<file path="config.mk">
export PLATFORM = sky130hd
export DESIGN_NAME = i2c_master_bit_engine
export DESIGN_NICKNAME = d
export VERILOG_FILES = /design/src/i2c_mbe_pkg.sv /design/src/i2c_master_bit_engine.sv
export SDC_FILE = /design/constraint.sdc
export NUM_CORES = 1
export LEC_CHECK = 0
export ABC_AREA = 0
export BUFFER_PORTS_ARGS = -buffer_cell sky130_fd_sc_hd__buf_2
export CORE_MARGIN = 3
export CORE_UTILIZATION = 62
export DETAILED_ROUTE_END_ITERATION = 8
export GPL_TIMING_DRIVEN = 0
export MAX_ROUTING_LAYER = met4
export PLACE_DENSITY_LB_ADDON = 0.25
export SETUP_SLACK_MARGIN = 0.4
export SLEW_MARGIN = 10
export SYNTH_ARGS = -nofsm -noshare
export SYNTH_HDL_FRONTEND = slang
export SYNTH_SLANG_ARGS = --single-unit
</file>
<file path="constraint.sdc">
create_clock -name clock -period 7 [get_ports clock]
set_input_delay 0.35 -clock clock [delete_from_list [all_inputs] [get_ports clock]]
set_output_delay 0.35 -clock clock [all_outputs]
set_load 0.1 [all_outputs]
</file>
<file path="src/i2c_mbe_pkg.sv">
package i2c_mbe_pkg;

   // command opcodes carried on req_opcode
   localparam logic [2:0] OP_START     = 3'd0;
   localparam logic [2:0] OP_STOP      = 3'd1;
   localparam logic [2:0] OP_WRITE     = 3'd2;
   localparam logic [2:0] OP_READ      = 3'd3;
   localparam logic [2:0] OP_WAIT_ACK  = 3'd4;
   localparam logic [2:0] OP_SEND_ACK  = 3'd5;
   localparam logic [2:0] OP_SEND_NACK = 3'd6;

   // CSR map: register i at byte address 4*i
   localparam int CSR_ADDR_W = 3;
   localparam int CSR_DATA_W = 32;
   localparam logic CSR_TICKS_PER_US = 1'b0;
   localparam logic CSR_ACK_TIMEOUT  = 1'b1;

   localparam int TICKS_W   = 10;
   localparam int TIMEOUT_W = 16;
   localparam int DELAY_W   = 13;

   localparam logic [TICKS_W-1:0]   TICKS_PER_US_RESET = 10'd16;
   localparam logic [TIMEOUT_W-1:0] ACK_TIMEOUT_RESET  = 16'd250;

endpackage

</file>
<file path="src/i2c_master_bit_engine.sv">
// Channel   Ports                                   Direction  Moves
// req       req_valid/req_ready, req_* fields       in         one bus tick per transaction
// rsp       rsp_valid/rsp_ready, rsp_* fields       out        pin and status levels after the tick
// csr       csr_psel/penable/pwrite/paddr/pwdata    in         ticks_per_us (0x0), ack timeout (0x4)
//
// One tick is taken per cycle while req_ready is high; its result appears in the rsp register the next cycle.
// The tick logic is a single pass from the state registers to the result register.
// req_ready stays high while the rsp register is empty or being taken this cycle.
// A stalled rsp holds the engine: no tick advances until the result is taken.
// Synchronous active-high reset: bus idle with SCL and SDA high, SDA driven.
module i2c_master_bit_engine (
   input  logic                                clock,
   input  logic                                reset,

   input  logic                                req_valid,
   output logic                                req_ready,
   input  logic                                req_cmd_valid,
   input  logic [2:0]                          req_opcode,
   input  logic [7:0]                          req_write_data,
   input  logic                                req_sda_in,

   output logic                                rsp_valid,
   input  logic                                rsp_ready,
   output logic                                rsp_scl_out,
   output logic                                rsp_sda_out,
   output logic                                rsp_sda_drive,
   output logic                                rsp_busy_res,
   output logic                                rsp_done_res,
   output logic [7:0]                          rsp_read_data,
   output logic                                rsp_no_ack,

   input  logic                                csr_psel,
   input  logic                                csr_penable,
   input  logic                                csr_pwrite,
   input  logic [i2c_mbe_pkg::CSR_ADDR_W-1:0]  csr_paddr,
   input  logic [i2c_mbe_pkg::CSR_DATA_W-1:0]  csr_pwdata,
   output logic [i2c_mbe_pkg::CSR_DATA_W-1:0]  csr_prdata,
   output logic                                csr_pready
);

   typedef enum logic [3:0] {
      PH_IDLE, PH_ST_A, PH_ST_B, PH_ST_C, PH_SP_A, PH_SP_B,
      PH_WR_SET, PH_WR_HIGH, PH_WR_LOW, PH_RD_HIGH, PH_RD_LOW,
      PH_WA_POLL, PH_WA_END, PH_AK_LOW, PH_AK_HIGH
   } phase_type;

   localparam int TW = i2c_mbe_pkg::TICKS_W;
   localparam int OW = i2c_mbe_pkg::TIMEOUT_W;
   localparam int DW = i2c_mbe_pkg::DELAY_W;

   // configuration
   logic [TW-1:0] ticks_per_us_ff;
   logic [OW-1:0] ack_timeout_ff;
   logic          csr_write;

   // engine state
   phase_type     phase_ff, phase_in;
   logic [2:0]    bit_index_ff, bit_index_in;
   logic [7:0]    shift_ff, shift_in;
   logic [DW-1:0] delay_ff, delay_in;
   logic [OW-1:0] ack_cnt_ff, ack_cnt_in;
   logic          scl_ff, scl_in;
   logic          sda_ff, sda_in;
   logic          sda_en_ff, sda_en_in;
   logic [7:0]    last_read_ff, last_read_in;
   logic          ack_missing_ff, ack_missing_in;
   logic          done;

   // result register
   logic          rsp_valid_ff;
   logic          rsp_done_ff;
   logic          req_accept;

   // hold lengths
   logic [TW-1:0] tick_us;
   logic [DW-1:0] hold2, hold4, hold5;

   assign csr_pready = 1'b1;
   assign csr_write  = csr_psel & csr_penable & csr_pwrite & csr_pready;

   always_ff @(posedge clock) begin
      if (reset) begin
         ticks_per_us_ff <= i2c_mbe_pkg::TICKS_PER_US_RESET;
         ack_timeout_ff  <= i2c_mbe_pkg::ACK_TIMEOUT_RESET;
      end else if (csr_write) begin
         unique case (csr_paddr[2])
            i2c_mbe_pkg::CSR_TICKS_PER_US: ticks_per_us_ff <= csr_pwdata[TW-1:0];
            i2c_mbe_pkg::CSR_ACK_TIMEOUT:  ack_timeout_ff  <= csr_pwdata[OW-1:0];
            default: ;
         endcase
      end
   end

   always_comb begin
      unique case (csr_paddr[2])
         i2c_mbe_pkg::CSR_TICKS_PER_US:
            csr_prdata = {{(i2c_mbe_pkg::CSR_DATA_W-TW){1'b0}}, ticks_per_us_ff};
         i2c_mbe_pkg::CSR_ACK_TIMEOUT:
            csr_prdata = {{(i2c_mbe_pkg::CSR_DATA_W-OW){1'b0}}, ack_timeout_ff};
         default:
            csr_prdata = '0;
      endcase
   end

   // zero ticks_per_us behaves as one
   assign tick_us = (ticks_per_us_ff == '0) ? TW'(1) : ticks_per_us_ff;
   assign hold2   = {{(DW-TW-1){1'b0}}, tick_us, 1'b0};
   assign hold4   = {{(DW-TW-2){1'b0}}, tick_us, 2'b00};
   assign hold5   = hold4 + {{(DW-TW){1'b0}}, tick_us};

   assign req_ready  = ~rsp_valid_ff | rsp_ready;
   assign req_accept = req_valid & req_ready;

   always_comb begin
      phase_in       = phase_ff;
      bit_index_in   = bit_index_ff;
      shift_in       = shift_ff;
      delay_in       = delay_ff;
      ack_cnt_in     = ack_cnt_ff;
      scl_in         = scl_ff;
      sda_in         = sda_ff;
      sda_en_in      = sda_en_ff;
      last_read_in   = last_read_ff;
      ack_missing_in = ack_missing_ff;
      done           = 1'b0;

      unique case (phase_ff)
         PH_IDLE: begin
            if (req_cmd_valid) begin
               unique case (req_opcode) inside
                  i2c_mbe_pkg::OP_START: begin
                     sda_en_in = 1'b1;
                     sda_in    = 1'b1;
                     scl_in    = 1'b1;
                     delay_in  = hold4;
                     phase_in  = PH_ST_A;
                  end
                  i2c_mbe_pkg::OP_STOP: begin
                     sda_en_in = 1'b1;
                     sda_in    = 1'b0;
                     scl_in    = 1'b1;
                     delay_in  = hold4;
                     phase_in  = PH_SP_A;
                  end
                  i2c_mbe_pkg::OP_WRITE: begin
                     sda_en_in    = 1'b1;
                     scl_in       = 1'b0;
                     bit_index_in = '0;
                     sda_in       = req_write_data[7];
                     shift_in     = {req_write_data[6:0], 1'b0};
                     delay_in     = hold5;
                     phase_in     = PH_WR_SET;
                  end
                  i2c_mbe_pkg::OP_READ: begin
                     sda_en_in    = 1'b0;
                     sda_in       = 1'b1;
                     shift_in     = '0;
                     bit_index_in = '0;
                     scl_in       = 1'b1;
                     delay_in     = hold5;
                     phase_in     = PH_RD_HIGH;
                  end
                  i2c_mbe_pkg::OP_WAIT_ACK: begin
                     sda_en_in      = 1'b0;
                     sda_in         = 1'b1;
                     scl_in         = 1'b1;
                     ack_cnt_in     = '0;
                     ack_missing_in = 1'b0;
                     phase_in       = PH_WA_POLL;
                  end
                  i2c_mbe_pkg::OP_SEND_ACK, i2c_mbe_pkg::OP_SEND_NACK: begin
                     scl_in    = 1'b0;
                     sda_en_in = 1'b1;
                     sda_in    = (req_opcode == i2c_mbe_pkg::OP_SEND_NACK);
                     delay_in  = hold2;
                     phase_in  = PH_AK_LOW;
                  end
                  default: ;
               endcase
            end
         end
         PH_WA_POLL: begin
            if (!req_sda_in) begin
               scl_in   = 1'b0;
               delay_in = hold4;
               phase_in = PH_WA_END;
            end else if (ack_cnt_ff >= ack_timeout_ff) begin
               // timeout: flag it and run a stop
               ack_missing_in = 1'b1;
               sda_en_in      = 1'b1;
               sda_in         = 1'b0;
               scl_in         = 1'b1;
               delay_in       = hold4;
               phase_in       = PH_SP_A;
            end else begin
               ack_cnt_in = ack_cnt_ff + OW'(1);
            end
         end
         default: begin
            if (delay_ff > DW'(1)) begin
               delay_in = delay_ff - DW'(1);
            end else begin
               // hold expired: next pin action
               unique case (phase_ff)
                  PH_ST_A: begin
                     sda_in = 1'b0; delay_in = hold4; phase_in = PH_ST_B;
                  end
                  PH_ST_B: begin
                     scl_in = 1'b0; delay_in = hold4; phase_in = PH_ST_C;
                  end
                  PH_SP_A: begin
                     sda_in = 1'b1; delay_in = hold4; phase_in = PH_SP_B;
                  end
                  PH_WR_SET: begin
                     scl_in = 1'b1; delay_in = hold5; phase_in = PH_WR_HIGH;
                  end
                  PH_WR_HIGH: begin
                     scl_in = 1'b0; delay_in = hold2; phase_in = PH_WR_LOW;
                  end
                  PH_WR_LOW: begin
                     if (bit_index_ff < 3'd7) begin
                        bit_index_in = bit_index_ff + 3'd1;
                        sda_in       = shift_ff[7];
                        shift_in     = {shift_ff[6:0], 1'b0};
                        delay_in     = hold5;
                        phase_in     = PH_WR_SET;
                     end else begin
                        done = 1'b1;
                     end
                  end
                  PH_RD_HIGH: begin
                     shift_in = {shift_ff[7:1], shift_ff[0] | req_sda_in};
                     scl_in   = 1'b0;
                     delay_in = hold5;
                     phase_in = PH_RD_LOW;
                  end
                  PH_RD_LOW: begin
                     if (bit_index_ff < 3'd7) begin
                        bit_index_in = bit_index_ff + 3'd1;
                        shift_in     = {shift_ff[6:0], 1'b0};
                        scl_in       = 1'b1;
                        delay_in     = hold5;
                        phase_in     = PH_RD_HIGH;
                     end else begin
                        last_read_in = shift_ff;
                        done         = 1'b1;
                     end
                  end
                  PH_AK_LOW: begin
                     scl_in = 1'b1; delay_in = hold2; phase_in = PH_AK_HIGH;
                  end
                  PH_AK_HIGH: begin
                     scl_in = 1'b0; done = 1'b1;
                  end
                  default: done = 1'b1;
               endcase
               if (done) begin
                  phase_in = PH_IDLE;
                  delay_in = '0;
               end
            end
         end
      endcase
   end

   always_ff @(posedge clock) begin
      if (reset) begin
         phase_ff       <= PH_IDLE;
         bit_index_ff   <= '0;
         shift_ff       <= '0;
         delay_ff       <= '0;
         ack_cnt_ff     <= '0;
         scl_ff         <= 1'b1;
         sda_ff         <= 1'b1;
         sda_en_ff      <= 1'b1;
         last_read_ff   <= '0;
         ack_missing_ff <= 1'b0;
         rsp_valid_ff   <= 1'b0;
         rsp_done_ff    <= 1'b0;
      end else begin
         if (req_accept) begin
            phase_ff       <= phase_in;
            bit_index_ff   <= bit_index_in;
            shift_ff       <= shift_in;
            delay_ff       <= delay_in;
            ack_cnt_ff     <= ack_cnt_in;
            scl_ff         <= scl_in;
            sda_ff         <= sda_in;
            sda_en_ff      <= sda_en_in;
            last_read_ff   <= last_read_in;
            ack_missing_ff <= ack_missing_in;
            rsp_done_ff    <= done;
            rsp_valid_ff   <= 1'b1;
         end else if (rsp_ready) begin
            rsp_valid_ff   <= 1'b0;
         end
      end
   end

   // the state registers double as the result fields
   assign rsp_valid     = rsp_valid_ff;
   assign rsp_scl_out   = scl_ff;
   assign rsp_sda_out   = sda_ff;
   assign rsp_sda_drive = sda_en_ff;
   assign rsp_busy_res  = (phase_ff != PH_IDLE);
   assign rsp_done_res  = rsp_done_ff;
   assign rsp_read_data = last_read_ff;
   assign rsp_no_ack    = ack_missing_ff;

   a_no_overrun: assert property (@(posedge clock) disable iff (reset)
      (rsp_valid && !rsp_ready) |-> !req_ready)
      else $error("tick accepted over a stalled result");

   a_idle_no_delay: assert property (@(posedge clock) disable iff (reset)
      (phase_ff == PH_IDLE) |-> (delay_ff == '0))
      else $error("hold count left over in idle");

   a_idle_no_done: assert property (@(posedge clock) disable iff (reset)
      (req_accept && phase_ff == PH_IDLE) |=> !rsp_done_res)
      else $error("done raised on a tick taken in idle");

   a_wait_ack_release: assert property (@(posedge clock) disable iff (reset)
      (req_accept && phase_ff == PH_IDLE && req_cmd_valid
       && req_opcode == i2c_mbe_pkg::OP_WAIT_ACK)
      |=> (!rsp_sda_drive && rsp_busy_res && !rsp_no_ack && rsp_scl_out))
      else $error("wait-ack did not release SDA with SCL high");

endmodule
</file>
==> summary.md, run 1 <==
| Metric | Value |
|---|---|
| Post-route ant nets | 0 |
| Share of cells above drive strength 1 | 14.09% |
| Slowest stage cell, crit path | nor4_2 |
| Nets | 970 |
| Ant diodes | 0 |
| Port-buffer cells | 67 |
| CTS Buffer Depth | 2 |
| Die X | 103.9 microns |
| Vias per Instance | 6.242 |
| Max Cap Viol | 0 |
| Reg2reg end | delay_ff[4]$_SDFFE_PP0P_ |
| DIE AREA | 10790 sq um |
| PD cells | 342.7 nW/um^2 |
| Final setup vio count | 0 |
| Critical path's largest stage delay | 0.89 ns |
| CTS tree | yes |
| Startpoint Class | flop |
| DP Worst Slack | 3.723 ns |
| Crit-path most repeated cell | clkbuf_1 |
| Clock Tree Root | clkbuf_8 |
| Layout Skew | 0.006654 ns |
| WP data required | 7.23 ns |
| Status | finished, final reports clean |
| Hold Path Cell Cnt | 3 |
| Slew Viols, Final | 0 |
| Worst-path maximum fanout | 10 |
| Critical Path AT | 3.68 ns |
| Syn Std Cell Area | 5937 sq um |
| Synth Instances | 789 |
| Seq/Total Area, Yosys | 28.32% |
| Clk pin slew, worst setup/hold paths | 0.10 ns |
| Remaining DRCs | 0 |
| Worst hold path class | primary input to flop |
| Path depth of the worst reg2reg path | 9 |
| Yosys warns | 0 |
| Starting density of the core | 63.95% |
| Cell area after layout | 6689 sq um |
| Worst R2R Start | phase_ff[1]$_SDFFE_PP0P_ |
| Final worst-path cycle share | 49.35% |
| RSZ-0062 raised after global routing | false |
| Setup tns final | 0 ns |
| Crit-path cells | clkbuf_1 > nor4_2 > inv_1 > o211ai_1 > a31oi_1 > a21boi_1 > clkbuf_1 > o21ai_0 > a21oi_1 |
| Detailed Place HPWL | 13.59 mm |
| Commonest non-fill, non-tap cell in the layout | nand2_1 |
| Post-DP Area | 6490 sq um |
| Number of synthesized register bits | 84 |
| Initial DRC count | 609 |
| Crit path capture | delay_ff[4]$_SDFFE_PP0P_ |
| DIE HEIGHT | 103.9 microns |
| Vias in the first global route | 5928 |
| Leading cell types in the layout, fill and taps excluded | nand2_1, nor2_1, dfxtp_1, buf_2, a21oi_1 |
| Worst slew margin | 30.23% |
| Cts bufs inserted | 9 |
| Clk Latency, worst-skew pair | 0.37 ns |
| Critical Path Source | phase_ff[1]$_SDFFE_PP0P_ |
| Pin count of the biggest net entering global routing | 16 |
| CTS Hold Bufs | 0 |
| EDFF count, synth | 0 |
| Fillers | 783 |
| Final WL | 17.99 mm |
| Maximum vdd drop | 258.3 uV |
| Setup Buffers After CTS | 0 |
| Worst-Margin Slew | 1.038 ns |
| Placer Congestion | 1.012 |
| H-Tree Depth | 3 |
| Initial antenna violation count | 0 |
| DR WL/cell | 17.71 microns |
| Post-cts sizing count | 0 |
| Synth cell types | 72 |
| Setup crit end kind | flop |
| Final hold viol count | 0 |
| First-pass GRT wire length | 29.19 mm |
| Dominant synthesized flop cell | dfxtp_1 |
| Setup ws final | 3.545 ns |
| Core box area | 9284 sq um |
| Num rows | 35 |
| Drt pass-1 iters | 6 |
| Critical path class | flop to flop |
| Pleak | 2.673 nW |
| Remaining Overflow, GRT | 0 |
| Syn Area/Cell | 7.525 sq um |
| Global-route usage over all layers | 33.60% |
| P&R area growth vs syn | 12.67% |
| Fmax | 0.2895 GHz |
| Synth async-reset ratio | 0% |
| Worst R2R Setup Slack | 3.55 ns |
| Clock Sinks | 84 |
| I/O pin cnt | 104 |
| Min Tclk post-route | 3.455 ns |
| Vias | 6342 |
-- critical path, delay by kind of cell, from the launching register on --
family / cells / cell delay (ns)
compound gates: 5 / 1.30
buf+inv: 3 / 0.81
flops: 1 / 0.31
simple gates: 1 / 0.89
-- synth_stat cells (6+ instances only) --
library cell / count / area (sq um)
a22o_1: 8 / 70.07
inv_1: 34 / 127.6
dfxtp_1: 84 / 1682
clkbuf_1: 48 / 180.2
nor4_1: 6 / 37.54
nand4_1: 8 / 50.05
buf_4: 17 / 127.6
or3_1: 16 / 100.1
a22oi_1: 20 / 150.1
nand3_1: 19 / 95.09
nor3_1: 20 / 100.1
o22ai_1: 8 / 50.05
ha_1: 32 / 400.4
mux2_2: 9 / 101.4
o21ai_0: 33 / 165.2
nand2_1: 90 / 337.8
nor2b_1: 9 / 56.30
xor2_1: 6 / 52.55
xnor2_1: 11 / 96.34
a211o_1: 8 / 70.07
nand2b_1: 9 / 56.30
a21oi_1: 66 / 330.3
a211oi_1: 22 / 165.2
nor2_1: 85 / 319.1
mux2i_1: 18 / 180.2
-- per-layer routing --
layer  up-vias  GRT usage, %  wire length [microns]
met3        54         5.649                   1521
met5         -             -                      0
met1      2969         43.47                   7810
li1       3018             -                      -
met4         0         11.78                    514
met2       301         53.34                   8143
-- stage by stage --
stage | hold slack (ns) | utilization, % | std cells | power [mW]
after detailed placement | 0.4498 | 69.91 | 1000 | 1.893
after floorplan | 0.4363 | - | 804 | 1.586
after global routing | 0.2036 | 72.05 | 1016 | 2.411
final | 0.2045 | 72.05 | 1016 | 2.292
after global placement | 0.4434 | 69.91 | 1000 | 1.884
after CTS | 0.2058 | 72.05 | 1016 | 2.252
-- report_power, final --
| part | total [mW] | leakage, nW | switching (mW) | internal (mW) |
|---|---|---|---|---|
| registers | 0.592 | 0.681 | 0.0579 | 0.534 |
| clock network | 0.368 | 0.0935 | 0.199 | 0.168 |
| logic | 1.33 | 1.90 | 0.914 | 0.419 |
-- cells by family (layout without fill, tap and decap cells) --
kind of cell	Yosys count	in the layout	share of synthesized area [%]
buf+inv	104	187	7.671
mux	27	27	4.742
xor+xnor	17	17	2.508
other cells	2	17	0.1265
simple gates	291	291	23.37
fa+ha+maj	33	33	7.081
flops	84	84	28.32
compound gates	231	231	26.18
-- layout make-up --
| type | count | area [sq um] | area share, % |
|---|---|---|---|
| sequential | 84 | 1682 | 25.14 |
| clock inverter | 6 | 71.32 | 1.066 |
| inverter | 34 | 127.6 | 1.908 |
| clock buffer | 10 | 127.6 | 1.908 |
| multi-input combinational | 616 | 3856 | 57.65 |
| buffer | 70 | 327.8 | 4.901 |
| timing repair buffer | 67 | 335.3 | 5.013 |
| tap | 129 | 161.4 | 2.413 |
-- sequential cells by signal, indices dropped and copies added, names as in the netlist, 3 cells and up --
signal / flops
ticks_per_us_ff: 10
ack_timeout_ff: 16
phase_ff: 4
bit_index_ff: 3
rsp_read_data: 8
ack_cnt_ff: 16
shift_ff: 8
delay_ff: 13
-- worst min-delay path by stage --
stage | start | end | slack (ns)
after floorplan | ack_timeout_ff[10]$_SDFFE_PP0P_ | ack_timeout_ff[10]$_SDFFE_PP0P_ | 0.44
after detailed placement | ack_timeout_ff[15]$_SDFFE_PP0P_ | ack_timeout_ff[15]$_SDFFE_PP0P_ | 0.45
after global placement | ack_timeout_ff[14]$_SDFFE_PP0P_ | ack_timeout_ff[14]$_SDFFE_PP0P_ | 0.44
after global routing | csr_pwdata[11] | ack_timeout_ff[11]$_SDFFE_PP0P_ | 0.20
final | csr_pwdata[11] | ack_timeout_ff[11]$_SDFFE_PP0P_ | 0.20
after CTS | csr_pwdata[6] | ack_timeout_ff[6]$_SDFFE_PP1P_ | 0.21
Note: power is estimated with default switching activity, not from simulation.
==> run 2, diff against run 1 <==
--- a/config.mk
+++ b/config.mk
@@ -8,7 +8,7 @@
 export ABC_AREA = 0
 export BUFFER_PORTS_ARGS = -buffer_cell sky130_fd_sc_hd__buf_2
 export CORE_MARGIN = 3
-export CORE_UTILIZATION = 62
+export CORE_UTILIZATION = 57
 export DETAILED_ROUTE_END_ITERATION = 8
 export GPL_TIMING_DRIVEN = 0
 export MAX_ROUTING_LAYER = met4
==> constraint.sdc (replaced) <==
create_clock -name clock -period 3.6 [get_ports clock]
set_input_delay 0.18 -clock clock [delete_from_list [all_inputs] [get_ports clock]]
set_output_delay 0.18 -clock clock [all_outputs]
set_load 0.1 [all_outputs]
==> run 2 against run 1 <==
  * Cell area up 0.88%
  * Critical path type unchanged
  * Critical endpoint is now delay_ff[8]$_SDFFE_PP0P_
  * Largest power group unchanged
  * Final cell count rose by 0.79%
  * First-iteration DRC count decreased by 3.1%
  * Die area grew 8.3%
  * Sequential power rose by 94%
==> summary.md, run 2 (synthesis gave the netlist of run 1 again) <==
| Metric | Value |
|---|---|
| Status | finished, final reports clean |
| Die X | 108.1 microns |
| Worst-Margin Slew | 0.9141 ns |
| Biggest regs | ack_cnt_ff: 16 flops, ack_timeout_ff: 16 flops, delay_ff: 13 flops |
| Fillers | 837 |
| Placer Congestion | 0.9648 |
| Worst hold path class | primary input to flop |
| Setup crit end kind | flop |
| Pin count of the biggest net entering global routing | 14 |
| Internal power | 2.217 mW |
| Fmax | 0.3270 GHz |
| Share of cells above drive strength 1 | 15.49% |
| Worst slew margin | 38.59% |
| Clock Sinks | 84 |
| Min Hold Slack | 0.02407 ns |
| Worst-path maximum fanout | 10 |
| Global-route usage over all layers | 32.23% |
| DIE HEIGHT | 108.1 microns |
| Initial DRC count | 590 |
| H-Tree Depth | 3 |
| NetSw | 2.293 mW |
| Finished Layout Cells | 1024 |
| RSZ-0062 raised after global routing | true |
| Clock share of power | 14.8% |
| Setup tns final | 0 ns |
| Final hold viol count | 0 |
| Drt pass-1 iters | 9 |
| Final setup vio count | 0 |
| Clock Tree Root | clkbuf_8 |
| Clk Latency, worst-skew pair | 0.38 ns |
| Vias in the first global route | 5817 |
| Detailed Place HPWL | 13.74 mm |
| PD cells | 668.3 nW/um^2 |
| Nets | 975 |
| Leading cell types in the layout, fill and taps excluded | nand2_1, nor2_1, dfxtp_1, buf_2, a21oi_1 |
| Maximum vdd drop | 522.9 uV |
| Remaining DRCs | 0 |
| Layout Skew | 0.01507 ns |
| Critical Path AT | 3.30 ns |
| Final Util | 67.79% |
| Commonest non-fill, non-tap cell in the layout | nand2_1 |
| Slew Viols, Final | 0 |
| Ant diodes | 0 |
| Placed Instances | 1004 |
| I/O pin cnt | 104 |
| Final WL | 18.35 mm |
| Critical path class | flop to flop |
| WP data required | 3.84 ns |
| Startpoint Class | flop |
| Vias | 6349 |
| P&R area growth vs syn | 13.66% |
| Remaining Overflow, GRT | 0 |
| Post-route ant nets | 0 |
| Num rows | 36 |
| Comb pwr share | 59.7% |
| DR WL/cell | 17.92 microns |
| Initial antenna violation count | 0 |
| CTS tree | yes |
| Pwr Total | 4.509 mW |
| Vias per Instance | 6.200 |
| Pleak | 2.719 nW |
| Core box area | 9955 sq um |
| Port-buffer cells | 67 |
| Register share of total power | 25.5% |
| Final worst-path cycle share | 84.95% |
| DIE AREA | 11680 sq um |
| Max Cap Viol | 0 |
| Clk pin slew, worst setup/hold paths | 0.09 ns |
| Min Tclk post-route | 3.058 ns |
| Starting density of the core | 59.64% |
| CTS Buffer Depth | 2 |
| Cts bufs inserted | 9 |
| First-pass GRT wire length | 28.76 mm |
| Sw frac | 50.84% |
run 2: cell count changes in the layout (fill, tap and decap cells not counted), moves of 2 or more:
cell	previous run	this run
clkinv_2	0	2
clkinvlp_4	2	0
clkbuf_1	49	45
clkbuf_2	0	4
buf_4	17	22
run 2: per-stage QoR:
stage               cell area [sq um]  setup WS [ns]
global route                     6748         0.3770
global placement                 6497         0.2624
floorplan                        5996         0.5453
detailed placement               6497         0.2473
CTS                              6693         0.4409
finish                           6748         0.5417
run 2: worst paths after layout:
path	start	endpoint	slack (ns)	cells after the start
max	phase_ff[0]$_SDFFE_PP0P_	delay_ff[8]$_SDFFE_PP0P_	0.54	9
min	csr_pwdata[10]	ack_timeout_ff[10]$_SDFFE_PP0P_	0.02	3
min reg2reg	ack_timeout_ff[11]$_SDFFE_PP0P_	ack_timeout_ff[11]$_SDFFE_PP0P_	0.46	2
max reg2reg	phase_ff[0]$_SDFFE_PP0P_	delay_ff[8]$_SDFFE_PP0P_	0.54	9
run 2: timing repair:
action                                  in CTS  in global routing
cloned                                       0                  0
hold buffers                                 0                  0
pin swaps                                    0                  2
buffers inserted                             0                  5
hold endpoints to repair                     0                  0
endpoints found under the setup margin      14                 14
resized for setup                            6                  6
run 2: final cells by class:
class / count / area, sq um / area share (%)
inverters: 34 / 127.6 / 1.891
well taps: 133 / 166.4 / 2.466
repair buffers: 72 / 372.9 / 5.526
clock inverters: 4 / 48.80 / 0.7232
plain buffers: 70 / 334.1 / 4.951
flip-flops and latches: 84 / 1682 / 24.92
multi-input cells: 616 / 3885 / 57.57
clock buffers: 11 / 131.4 / 1.947
run 2: critical path, stage by stage (launching register included):
cell and delay, ns:
dfxtp_1 0.32, clkbuf_1 0.30, clkbuf_1 0.42, nand2_1 0.19, nor2_1 0.58, nor2_1 0.30
a22oi_1 0.20, o21ai_0 0.12, a311oi_1 0.35, a211oi_1 0.13
run 2: power groups by stage:
stage | Clock (mW) | Sequential (mW) | Combinational (mW)
after floorplan | 0 | 1.22 | 1.86
after global placement | 0 | 1.16 | 2.54
after detailed placement | 0 | 1.16 | 2.53
after CTS | 0.668 | 1.15 | 2.56
after global routing | 0.708 | 1.16 | 2.87
final | 0.668 | 1.15 | 2.69
run 2: metal layers:
metal / wire, microns / up-vias / global-route usage [%]
li1: - / 3022 / -
met1: 7987 / 2953 / 41.35
met2: 8352 / 329 / 51.73
met3: 1623 / 45 / 5.612
met4: 390 / 0 / 10.46
met5: 0 / - / -
==> run 3, diff against run 2 <==
==> constraint.sdc (replaced) <==
create_clock -name clock -period 3 [get_ports clock]
set_input_delay 0.15 -clock clock [delete_from_list [all_inputs] [get_ports clock]]
set_output_delay 0.15 -clock clock [all_outputs]
set_load 0.1 [all_outputs]
==> run 3 against run 2 <==
  * Worst hold slack lost 0.013 ns
  * Sequential cell count is the same
  * Critical path depth grew 2
  * Sequential share of layout area shrank 2.0 points
  * Power grew 32%
  * Register-to-register slack lost 0.19 ns
  * Critical path type unchanged
  * First-iteration DRC count grew 11%
  * Wire length grew 7.9%
==> summary.md, run 3 (synthesis gave the netlist of run 1 again) <==
| Metric | Value |
|---|---|
| Worst R2R Setup Slack | 0.36 ns |
| CP Buf/Inv Count | 0 |
| HP Start | csr_pwdata[11] |
| Clk pin slew, worst setup/hold paths | 0.08 ns |
| Initial DRC count | 657 |
| Share of cells above drive strength 1 | 26.94% |
| Commonest non-fill, non-tap cell in the layout | nand2_1 |
| Ant diodes | 0 |
| Starting density of the core | 59.64% |
| Placed Instances | 1004 |
| Placer Congestion | 0.9822 |
| Num rows | 36 |
| Worst slew margin | 39.44% |
| Worst R2R Start | ticks_per_us_ff[8]$_SDFFE_PP0P_ |
| DIE AREA | 11680 sq um |
| Drt pass-1 iters | 5 |
| Final worst-path cycle share | 88.11% |
| Pwr Total | 5.973 mW |
| P&R area growth vs syn | 26.62% |
| Die X | 108.1 microns |
| First-pass GRT wire length | 31.54 mm |
| Vias | 6701 |
| Initial antenna violation count | 0 |
| Setup crit end kind | flop |
| Pin count of the biggest net entering global routing | 15 |
| Reg2reg end | delay_ff[6]$_SDFFE_PP0P_ |
| Min Hold Slack | 0.01097 ns |
| Final setup vio count | 0 |
| RSZ-0062 raised after global routing | true |
| Crit-path cells | nor4_4 > a31o_2 > ha_4 > fa_2 > a21oi_2 > o21bai_1 > xor2_1 > a22o_1 > a222oi_1 > o21a_1 > a211oi_1 |
| Fmax | 0.3783 GHz |
| Cts bufs inserted | 9 |
| WP data required | 3.22 ns |
| Port-buffer cells | 67 |
| H-Tree Depth | 3 |
| DIE HEIGHT | 108.1 microns |
| CTS Buffer Depth | 2 |
| Worst-Margin Slew | 0.9051 ns |
| Hold Path Cell Cnt | 3 |
| Nets | 1012 |
| CTS tree | yes |
| Hold EP | ack_timeout_ff[11]$_SDFFE_PP0P_ |
| Global-route usage over all layers | 35.10% |
| Vias per Instance | 6.316 |
| Fillers | 787 |
| PD cells | 794.5 nW/um^2 |
| DR WL/cell | 18.67 microns |
| Worst hold path class | primary input to flop |
| Crit path max-delay family | compound AO/OA/AOI/OAI gates |
| Vias in the first global route | 6392 |
| Critical path's largest stage delay | 0.46 ns |
| Maximum vdd drop | 777.0 uV |
| Layout Skew | 0.01135 ns |
| Core box area | 9955 sq um |
| Finished Layout Cells | 1061 |
| Final WL | 19.81 mm |
| Final Util | 75.52% |
| Status | finished, final reports clean |
| Slowest stage cell, crit path | dfxtp_2 |
| Clk Latency, worst-skew pair | 0.38 ns |
| Post-DP Area | 6520 sq um |
| Remaining Overflow, GRT | 0 |
| Startpoint Class | flop |
| Max Cap Viol | 0 |
| DP Worst Slack | -0.4027 ns |
| Critical path class | flop to flop |
| Remaining DRCs | 0 |
| Pleak | 3.034 nW |
| Final hold viol count | 0 |
| Critical Path AT | 2.87 ns |
| I/O pin cnt | 104 |
| Path depth of the worst reg2reg path | 11 |
| Worst-path maximum fanout | 7 |
| Biggest regs | ack_cnt_ff: 16 flops, ack_timeout_ff: 16 flops, delay_ff: 13 flops |
| Critical Path Source | ticks_per_us_ff[8]$_SDFFE_PP0P_ |
| Leading cell types in the layout, fill and taps excluded | nand2_1, nor2_1, buf_2, a21oi_1, dfxtp_1 |
| Slew Viols, Final | 0 |
| Min Tclk post-route | 2.643 ns |
| Setup ws final | 0.3567 ns |
| Post-route ant nets | 0 |
| Detailed Place HPWL | 14.05 mm |
| Cell area after layout | 7517 sq um |
| Setup tns final | 0 ns |
| Clock Tree Root | clkbuf_8 |
| Clock Sinks | 84 |
run 3: worst max path at each step:
| stage | cells after the start | endpoint | slack (ns) |
|---|---|---|---|
| CTS | 12 | delay_ff[6]$_SDFFE_PP0P_ | 0.34 |
| global placement | 8 | delay_ff[5]$_SDFFE_PP0P_ | -0.38 |
| finish | 11 | delay_ff[6]$_SDFFE_PP0P_ | 0.36 |
| floorplan | 12 | delay_ff[10]$_SDFFE_PP0P_ | 0.40 |
| global route | 12 | delay_ff[10]$_SDFFE_PP0P_ | 0.29 |
| detailed placement | 8 | delay_ff[5]$_SDFFE_PP0P_ | -0.40 |
run 3: power breakdown:
group	internal, mW	switching, mW	leakage (nW)	total (mW)
Combinational	1.41	2.43	2.26	3.84
Sequential	1.25	0.131	0.692	1.38
Clock	0.325	0.432	0.0860	0.757
Total	2.98	2.99	3.03	5.97
run 3: timing repair:
action,in CTS,in global routing
pin swaps,26,27
hold endpoints to repair,13,0
buffers inserted,22,8
resized for setup,65,68
cloned,1,0
setup endpoints to repair,57,45
hold buffers,11,0
run 3: worst min-delay path: stages:
cell	delay [ns]
buf_2	0.10
nand2_1	0.05
a21oi_1	0.05
run 3: layer usage:
layer	track usage (%)	vias up	part of all wire [%]
met2	55.24	353	46
met4	16.05	0	3.5
met5	-	-	0
met1	43.57	3194	42
met3	6.925	60	8.4
li1	-	3094	-
run 3: cell type report:
class / instances / area, sq um / area share, %
multi-input combinational: 616 / 4203 / 55.91
sequential: 84 / 1725 / 22.95
timing repair buffer: 109 / 699.4 / 9.304
buffer: 70 / 420.4 / 5.593
tap: 133 / 166.4 / 2.214
clock buffer: 11 / 141.4 / 1.881
inverter: 34 / 127.6 / 1.698
clock inverter: 4 / 33.78 / 0.4494
